<file path="src/rtl/core/hrrn_dispatcher_assert.svh">
// Assertion macros for the HRRN dispatcher.
// No dependencies; included by files that carry concurrent checks.
`ifndef HRRN_DISPATCHER_ASSERT_SVH
`define HRRN_DISPATCHER_ASSERT_SVH

`ifndef SYNTHESIS
`define HRRN_ASSERT_SAME(label, clk, rstn, ante, cons) \
    label: assert property (@(posedge clk) disable iff (!rstn) (ante) |-> (cons)) \
        else $error("hrrn check failed");
`define HRRN_ASSERT_NEXT(label, clk, rstn, ante, cons) \
    label: assert property (@(posedge clk) disable iff (!rstn) (ante) |=> (cons)) \
        else $error("hrrn check failed");
`else
`define HRRN_ASSERT_SAME(label, clk, rstn, ante, cons)
`define HRRN_ASSERT_NEXT(label, clk, rstn, ante, cons)
`endif

`endif

</file>
<file path="src/rtl/core/hrrn_pkg.sv">
// Shared constants and beat types for the HRRN dispatcher.
// No dependencies.
`default_nettype none

package hrrn_pkg;

    localparam int SLOT_COUNT = 16;
    localparam int TIME_BITS  = 16;
    localparam int BURST_BITS = 12;
    localparam int SLOT_W     = (SLOT_COUNT > 1) ? $clog2(SLOT_COUNT) : 1;
    localparam int NUM_W      = ((TIME_BITS > BURST_BITS) ? TIME_BITS : BURST_BITS) + 1;
    localparam int PROD_W     = NUM_W + BURST_BITS;
    localparam int ENTRY_W    = TIME_BITS + BURST_BITS;

    typedef struct packed {
        logic        arrival_valid;
        logic [3:0]  arrival_slot;
        logic [11:0] arrival_burst;
    } in_beat_t;

    typedef struct packed {
        logic        busy_res;
        logic [3:0]  running_slot;
        logic        arrival_rejected;
        logic        completed;
        logic [3:0]  completed_slot;
        logic [15:0] completion_time;
        logic [15:0] turnaround_cnt;
        logic [15:0] waiting_time;
    } out_beat_t;

endpackage

`default_nettype wire

</file>
<file path="src/rtl/core/hrrn_dispatcher.sv">
// HRRN dispatcher top level: slot table in RAM, serial ratio scan, run step.
// Depends on hrrn_pkg, hrrn_ram and hrrn_dispatcher_assert.svh.
//
//  channel | ports                      | payload     | one beat is
//  --------+----------------------------+-------------+--------------------------
//  input   | s_valid, s_ready, s_data   | in_beat_t   | one time tick (+arrival)
//  result  | m_valid, m_ready, m_data   | out_beat_t  | status of that tick
//
// A tick with a job already running goes through accept, then the run step.
// A tick with no job running adds the selection scan, which reads the
// SLOT_COUNT table entries one per cycle through the single RAM read port
// into one shared cross-multiply comparator, then drains the read and candidate registers.
// Reset is synchronous, active low; the table needs no clearing (valid bits).
// The run step waits while the output register holds an untaken beat.
`default_nettype none

`include "hrrn_dispatcher_assert.svh"

module hrrn_dispatcher
    import hrrn_pkg::*;
(
    input  wire logic      aclk,
    input  wire logic      aresetn,
    input  wire logic      s_valid,
    output logic           s_ready,
    input  wire in_beat_t  s_data,
    output logic           m_valid,
    input  wire logic      m_ready,
    output out_beat_t      m_data
);

    typedef enum logic [1:0] {ST_IDLE, ST_SCAN, ST_RUN} state_t;

    state_t                  state_reg;
    logic [TIME_BITS-1:0]    time_reg;
    logic [SLOT_COUNT-1:0]   occ_reg;
    logic                    run_reg;
    logic [SLOT_W-1:0]       act_slot_reg;
    logic [BURST_BITS-1:0]   remain_reg;
    logic [TIME_BITS-1:0]    act_arr_reg;
    logic [BURST_BITS-1:0]   act_burst_reg;
    logic                    rej_reg;
    logic [SLOT_W:0]         scan_cnt_reg;
    logic                    rd_vld_reg;
    logic [SLOT_W-1:0]       rd_slot_reg;
    logic                    cand_vld_reg;
    logic [SLOT_W-1:0]       cand_slot_reg;
    logic [NUM_W-1:0]        cand_num_reg;
    logic [BURST_BITS-1:0]   cand_burst_reg;
    logic [TIME_BITS-1:0]    cand_arr_reg;
    logic                    best_vld_reg;
    logic [SLOT_W-1:0]       best_slot_reg;
    logic [NUM_W-1:0]        best_num_reg;
    logic [BURST_BITS-1:0]   best_burst_reg;
    logic [TIME_BITS-1:0]    best_arr_reg;
    logic                    m_valid_reg;
    out_beat_t               m_data_reg;

    logic                    acc;
    logic                    slot_ok;
    logic [SLOT_W-1:0]       arr_idx;
    logic [BURST_BITS-1:0]   arr_burst;
    logic                    arr_ok;
    logic                    ram_we;
    logic [ENTRY_W-1:0]      ram_wdata;
    logic                    scan_issue;
    logic                    ram_re;
    logic [SLOT_W-1:0]       ram_raddr;
    logic [ENTRY_W-1:0]      ram_rdata;
    logic [TIME_BITS-1:0]    rd_arr;
    logic [BURST_BITS-1:0]   rd_burst;
    logic [TIME_BITS-1:0]    rd_wait;
    logic [NUM_W-1:0]        rd_num;
    logic [PROD_W-1:0]       cand_prod;
    logic [PROD_W-1:0]       best_prod;
    logic                    cand_wins;
    logic                    scan_done;
    logic [TIME_BITS-1:0]    time_next;
    logic                    job_done;
    logic [TIME_BITS-1:0]    tat;
    logic [TIME_BITS-1:0]    wt;
    logic                    out_free;
    out_beat_t               out_next;

    assign acc       = s_valid && s_ready;
    assign s_ready   = (state_reg == ST_IDLE);
    assign slot_ok   = (int'(s_data.arrival_slot) < SLOT_COUNT);
    assign arr_idx   = SLOT_W'(s_data.arrival_slot);
    assign arr_burst = BURST_BITS'(s_data.arrival_burst);
    assign arr_ok    = slot_ok && (arr_burst != '0) && !occ_reg[arr_idx];
    assign ram_we    = acc && s_data.arrival_valid && arr_ok;
    assign ram_wdata = {time_reg, arr_burst};

    assign scan_issue = (scan_cnt_reg < (SLOT_W + 1)'(SLOT_COUNT));
    assign ram_re     = (state_reg == ST_SCAN) && scan_issue;
    assign ram_raddr  = scan_cnt_reg[SLOT_W-1:0];

    hrrn_ram #(
        .WIDTH (ENTRY_W),
        .DEPTH (SLOT_COUNT)
    ) u_table (
        .aclk  (aclk),
        .we    (ram_we),
        .waddr (arr_idx),
        .wdata (ram_wdata),
        .re    (ram_re),
        .raddr (ram_raddr),
        .rdata (ram_rdata)
    );

    // ratio compare: (wc+bc)*bb > (wb+bb)*bc
    assign rd_arr    = ram_rdata[ENTRY_W-1:BURST_BITS];
    assign rd_burst  = ram_rdata[BURST_BITS-1:0];
    assign rd_wait   = time_reg - rd_arr;
    assign rd_num    = NUM_W'(rd_wait) + NUM_W'(rd_burst);
    assign cand_prod = cand_num_reg * best_burst_reg;
    assign best_prod = best_num_reg * cand_burst_reg;
    assign cand_wins = cand_vld_reg && (!best_vld_reg || (cand_prod > best_prod));
    assign scan_done = !scan_issue && !rd_vld_reg && !cand_vld_reg;

    assign time_next = time_reg + TIME_BITS'(1);
    assign job_done  = run_reg && (remain_reg <= BURST_BITS'(1));
    assign tat       = time_next - act_arr_reg;
    assign wt        = tat - TIME_BITS'(act_burst_reg);
    assign out_free  = !m_valid_reg || m_ready;

    always_comb begin
        out_next                  = '0;
        out_next.busy_res         = run_reg;
        out_next.running_slot     = run_reg ? 4'(act_slot_reg) : 4'd0;
        out_next.arrival_rejected = rej_reg;
        out_next.completed        = job_done;
        if (job_done) begin
            out_next.completed_slot  = 4'(act_slot_reg);
            out_next.completion_time = 16'(time_next);
            out_next.turnaround_cnt  = 16'(tat);
            out_next.waiting_time    = 16'(wt);
        end
    end

    always_ff @(posedge aclk) begin
        if (!aresetn) begin
            state_reg    <= ST_IDLE;
            time_reg     <= '0;
            occ_reg      <= '0;
            run_reg      <= 1'b0;
            act_slot_reg <= '0;
            remain_reg   <= '0;
            scan_cnt_reg <= '0;
            rd_vld_reg   <= 1'b0;
            cand_vld_reg <= 1'b0;
            best_vld_reg <= 1'b0;
            m_valid_reg  <= 1'b0;
        end else begin
            if (m_valid_reg && m_ready && (state_reg != ST_RUN)) begin
                m_valid_reg <= 1'b0;
            end

            rd_vld_reg     <= ram_re;
            rd_slot_reg    <= ram_raddr;
            cand_vld_reg   <= rd_vld_reg && occ_reg[rd_slot_reg];
            cand_slot_reg  <= rd_slot_reg;
            cand_num_reg   <= rd_num;
            cand_burst_reg <= rd_burst;
            cand_arr_reg   <= rd_arr;

            if (cand_wins) begin
                best_vld_reg   <= 1'b1;
                best_slot_reg  <= cand_slot_reg;
                best_num_reg   <= cand_num_reg;
                best_burst_reg <= cand_burst_reg;
                best_arr_reg   <= cand_arr_reg;
            end

            unique case (state_reg)
                ST_IDLE: begin
                    if (acc) begin
                        rej_reg      <= s_data.arrival_valid && !arr_ok;
                        if (ram_we) begin
                            occ_reg[arr_idx] <= 1'b1;
                        end
                        scan_cnt_reg <= '0;
                        best_vld_reg <= 1'b0;
                        state_reg    <= run_reg ? ST_RUN : ST_SCAN;
                    end
                end
                ST_SCAN: begin
                    if (scan_issue) begin
                        scan_cnt_reg <= scan_cnt_reg + (SLOT_W + 1)'(1);
                    end
                    if (scan_done) begin
                        if (best_vld_reg) begin
                            run_reg       <= 1'b1;
                            act_slot_reg  <= best_slot_reg;
                            remain_reg    <= best_burst_reg;
                            act_arr_reg   <= best_arr_reg;
                            act_burst_reg <= best_burst_reg;
                        end
                        state_reg <= ST_RUN;
                    end
                end
                ST_RUN: begin
                    if (out_free) begin
                        m_valid_reg <= 1'b1;
                        m_data_reg  <= out_next;
                        time_reg    <= time_next;
                        if (run_reg) begin
                            if (job_done) begin
                                occ_reg[act_slot_reg] <= 1'b0;
                                run_reg               <= 1'b0;
                                remain_reg            <= '0;
                            end else begin
                                remain_reg <= remain_reg - BURST_BITS'(1);
                            end
                        end
                        state_reg <= ST_IDLE;
                    end
                end
                default: begin
                    state_reg <= ST_IDLE;
                end
            endcase
        end
    end

    assign m_valid = m_valid_reg;
    assign m_data  = m_data_reg;

    `HRRN_ASSERT_SAME(a_run_slot_held, aclk, aresetn, run_reg, occ_reg[act_slot_reg])
    `HRRN_ASSERT_SAME(a_done_when_busy, aclk, aresetn, m_valid_reg && m_data_reg.completed, m_data_reg.busy_res)
    `HRRN_ASSERT_NEXT(a_running_skips_scan, aclk, aresetn, acc && run_reg, state_reg == ST_RUN)

endmodule

`default_nettype wire

</file>
<file path="src/rtl/core/hrrn_ram.sv">
// Generic simple dual-port RAM: one write port, one registered read port.
// No dependencies.
`default_nettype none

module hrrn_ram #(
    parameter int WIDTH = 8,
    parameter int DEPTH = 16
) (
    input  wire logic                                    aclk,
    input  wire logic                                    we,
    input  wire logic [((DEPTH > 1) ? $clog2(DEPTH) : 1)-1:0] waddr,
    input  wire logic [WIDTH-1:0]                        wdata,
    input  wire logic                                    re,
    input  wire logic [((DEPTH > 1) ? $clog2(DEPTH) : 1)-1:0] raddr,
    output logic      [WIDTH-1:0]                        rdata
);

    logic [WIDTH-1:0] mem [DEPTH];

    always_ff @(posedge aclk) begin
        if (we) begin
            mem[waddr] <= wdata;
        end
        if (re) begin
            rdata <= mem[raddr];
        end
    end

endmodule

`default_nettype wire
</file>
<file path="config.mk">
export PLATFORM = sky130hd
export DESIGN_NAME = hrrn_dispatcher
export DESIGN_NICKNAME = d
export VERILOG_FILES = /design/src/rtl/core/hrrn_pkg.sv /design/src/rtl/core/hrrn_dispatcher.sv /design/src/rtl/core/hrrn_ram.sv
export VERILOG_INCLUDE_DIRS = /design/src /design/src/rtl/core
export SDC_FILE = /design/constraint.sdc
export NUM_CORES = 2
export LEC_CHECK = 0
export ABC_CLOCK_PERIOD_IN_PS = 8950
export CAP_MARGIN = 20
export CORE_ASPECT_RATIO = 1.1
export CORE_MARGIN = 3
export CORE_UTILIZATION = 40
export CTS_BUF_LIST = sky130_fd_sc_hd__clkbuf_8
export DETAILED_ROUTE_END_ITERATION = 6
export DONT_BUFFER_PORTS = 1
export GPL_ROUTABILITY_DRIVEN = 0
export SYNTH_ARGS = -nofsm -noshare
export SYNTH_HDL_FRONTEND = slang
export SYNTH_SLANG_ARGS = --single-unit
</file>
<file path="constraint.sdc">
create_clock -name aclk -period 8.95 [get_ports aclk]
set_input_delay 1.79 -clock aclk [delete_from_list [all_inputs] [get_ports aclk]]
set_output_delay 1.79 -clock aclk [all_outputs]
set_load 0.01 [all_outputs]
</file>
==> results.yml <==
floorplan:
  dieArea_um2: 111600
  rows: 125
  core_area_um2: 106200
  start_util_pct: 40.55
  die_w_um: 318.8
  die_h_um: 350.1
  num_io_pins: 82
drt:
  drc_errors: 0
  drtIter0Drc: 1717
  wire_per_inst_um: 21.27
  routed_wl_um: 102200
  firstDrtPassIters: 6
  vias: 25260
  antenna_left: 0
  viasPerCell: 5.257
sta:
  clock_skew_ns: 0.06156
  tightestPinTransition_ns: 0.9760
  max_freq_mhz: 125.9
  fin_hold_ws_ns: 0.4151
  hold_viol: 0
  setup_viol: 0
  rsz0062_at_grt: "no"
  min_period_over_period_pct: 88.73
  slew_headroom_pct: 34.94
  tns_ns: 0
  period_needed_ns: 7.941
  slew_violations: 0
grt:
  track_usage_pct: 18.51
  grt_max_degree: 79
  grt_pass1_wl_um: 158100
  grt_antenna_before_repair: 1
  grt_overflow: 0
  grt_pass1_vias: 26510
min_path:
  min_to: "act_arr_reg[10]$_DFFE_PP_"
  hold_depth: 0
  min_from: "best_arr_reg[10]$_DFFE_PP_"
  hp-class: "flop to flop"
cts:
  clk-insertion-delay-late_ns: 0.76
  cts.sinks: 726
  root_buffer: "clkbuf_8"
  cts_tree: "built"
  numCtsBuffers: 110
  path_clk_slew_ns: 0.07
  cts_max_level: 3
  post_cts_resized: 0
  postCtsSetupRepairBufs: 0
  cts.path.max_buffers: 3
  postCtsHoldBufs: 0
setup_path:
  worstSetupEndpointType: "flop"
  ff2ff_path_depth: 27
  max_stage_delay_ns: 0.92
  crit_path_start_kind: "flop"
  reg2reg_setup_slack_ns: 1.01
  crit_family: "adder cells"
  crit_arrival_ns: 8.31
  critical_path_class: "flop to flop"
  timing.rr.end: "best_slot_reg[0]$_DFFE_PP_"
  crit_slowest_cell: "edfxtp_1"
  timing.rr.start: "best_burst_reg[8]$_DFFE_PP_"
  required_ns: 9.32
  path_buf_inv: 4
  cp_max_fo: 49
  cp_common_cell: "fa_1"
logic_synthesis:
  yosys-top-cells-area: "edfxtp_1, fa_1, mux4_2"
  ys_seq_area_share_pct: 49.23
  synth_enable_flop_cells: 666
  synth_seq_cells: 726
  syn_inst: 3296
  synth.distinct_cells: 82
  synthFlopType: "edfxtp_1"
  synth_top_area_cell: "edfxtp_1"
  synth_area_per_cell_um2: 13.07
  yosys_warnings: 0
  synthArstFlopShare_pct: 0
  netlist.area_leader.share_pct: 46.44
  synth_area_um2: 43060
  syn-num-nets: 3842
layout:
  design_area_um2: 46830
  multi_input_comb_area_um2: 19770
  register_area_um2: 21210
  fillers: 9649
  final_cell_mix: "edfxtp_1, inv_1, nand2_1"
  layout-drive-gt1-share_pct: 11.04
  mostFrequentLayoutCell: "edfxtp_1"
  nets: 3857
  largest_reg_flops: 448
  synthToLayoutAreaGrowth_pct: 8.748
pwr:
  p_leak_nw: 17.75
  ir_worst_vdd_mv: 0.3025
  p_per_area_nw_per_um2: 241.1
place:
  port-buffer-count: 0
  dpl.hpwl_um: 69000
  placed_area_um2: 44730
job:
  drv_cap: 0
outcome:
  status: "finished, final reports clean"
[synth_stat cells (all sizes together), types with 20 or more instances]
cell type and number:
clkbuf 118, nand2 354, nor3 23, and2 176
fa 304, ha 221, nand2b 20, xor2 49
inv 455, nand3 22, nor2 115, a21oi 108
xnor2 71, o211ai 20, o21ai 76, edfxtp 666
a21o 54, dfxtp 60, mux4 149
[cell families (layout without fill, tap and decap cells)]
group	after synthesis	count (layout)	share of synthesized area [%]
adders and majority gates	525	525	20.55
DFF	726	726	49.23
buffers and inverters	591	702	5.175
other	0	1	0
xor gates and xnor gates	120	120	2.441
AOI/OAI and AO/OA	368	368	5.541
and+or+nand+nor	811	811	9.117
muxes	155	155	7.944
[worst max path at each step]
stage	from	end	slack (ns)	cells past startpoint
detailed placement	best_burst_reg[3]$_DFFE_PP_	best_arr_reg[13]$_DFFE_PP_	1.11	27
global route	best_burst_reg[3]$_DFFE_PP_	best_slot_reg[2]$_DFFE_PP_	0.39	27
global placement	best_burst_reg[8]$_DFFE_PP_	best_arr_reg[13]$_DFFE_PP_	1.25	27
floorplan	best_burst_reg[3]$_DFFE_PP_	best_arr_reg[0]$_DFFE_PP_	0.06	28
finish	best_burst_reg[8]$_DFFE_PP_	best_slot_reg[0]$_DFFE_PP_	1.01	27
CTS	best_burst_reg[8]$_DFFE_PP_	best_slot_reg[0]$_DFFE_PP_	1.06	27
[layout make-up]
type,count,area share (%)
flip-flops and latches,726,45.29
multi-input cells,1979,42.22
well taps,1397,3.732
inverters,456,3.655
clock buffers,119,3.497
clock inverters,89,0.9939
repair buffers,38,0.6092
diodes,1,0.005343
[power breakdown]
group          switching [mW]  internal [mW]  leakage [nW]  total (mW)
clock network            1.32           1.27          1.21        2.59
logic                    2.78           2.11          10.5        4.88
registers              0.0913           3.72          5.99        3.81
[through the flow]
step	std cells	setup WS, ns	power [mW]	util, %
after detailed placement	4596	1.110	8.795	42.12
after floorplan	3296	0.05949	7.558	-
after CTS	4804	1.065	11.42	44.10
after global placement	4596	1.246	8.750	42.12
final	4805	1.009	11.29	44.10
after global routing	4805	0.3889	12.20	44.10
[layer usage]
| metal | up-vias | wire length, um | share of wire (%) | global-route usage, % |
|---|---|---|---|---|
| met5 | - | 0 | 0 | 0 |
| met2 | 608 | 53810 | 53 | 33.89 |
| met1 | 12980 | 41420 | 41 | 22.73 |
| met4 | 0 | 2696 | 2.6 | 5.676 |
| met3 | 168 | 4299 | 4.2 | 2.492 |
| li1 | 11500 | - | - | - |
(Power assumes the default switching activity.)
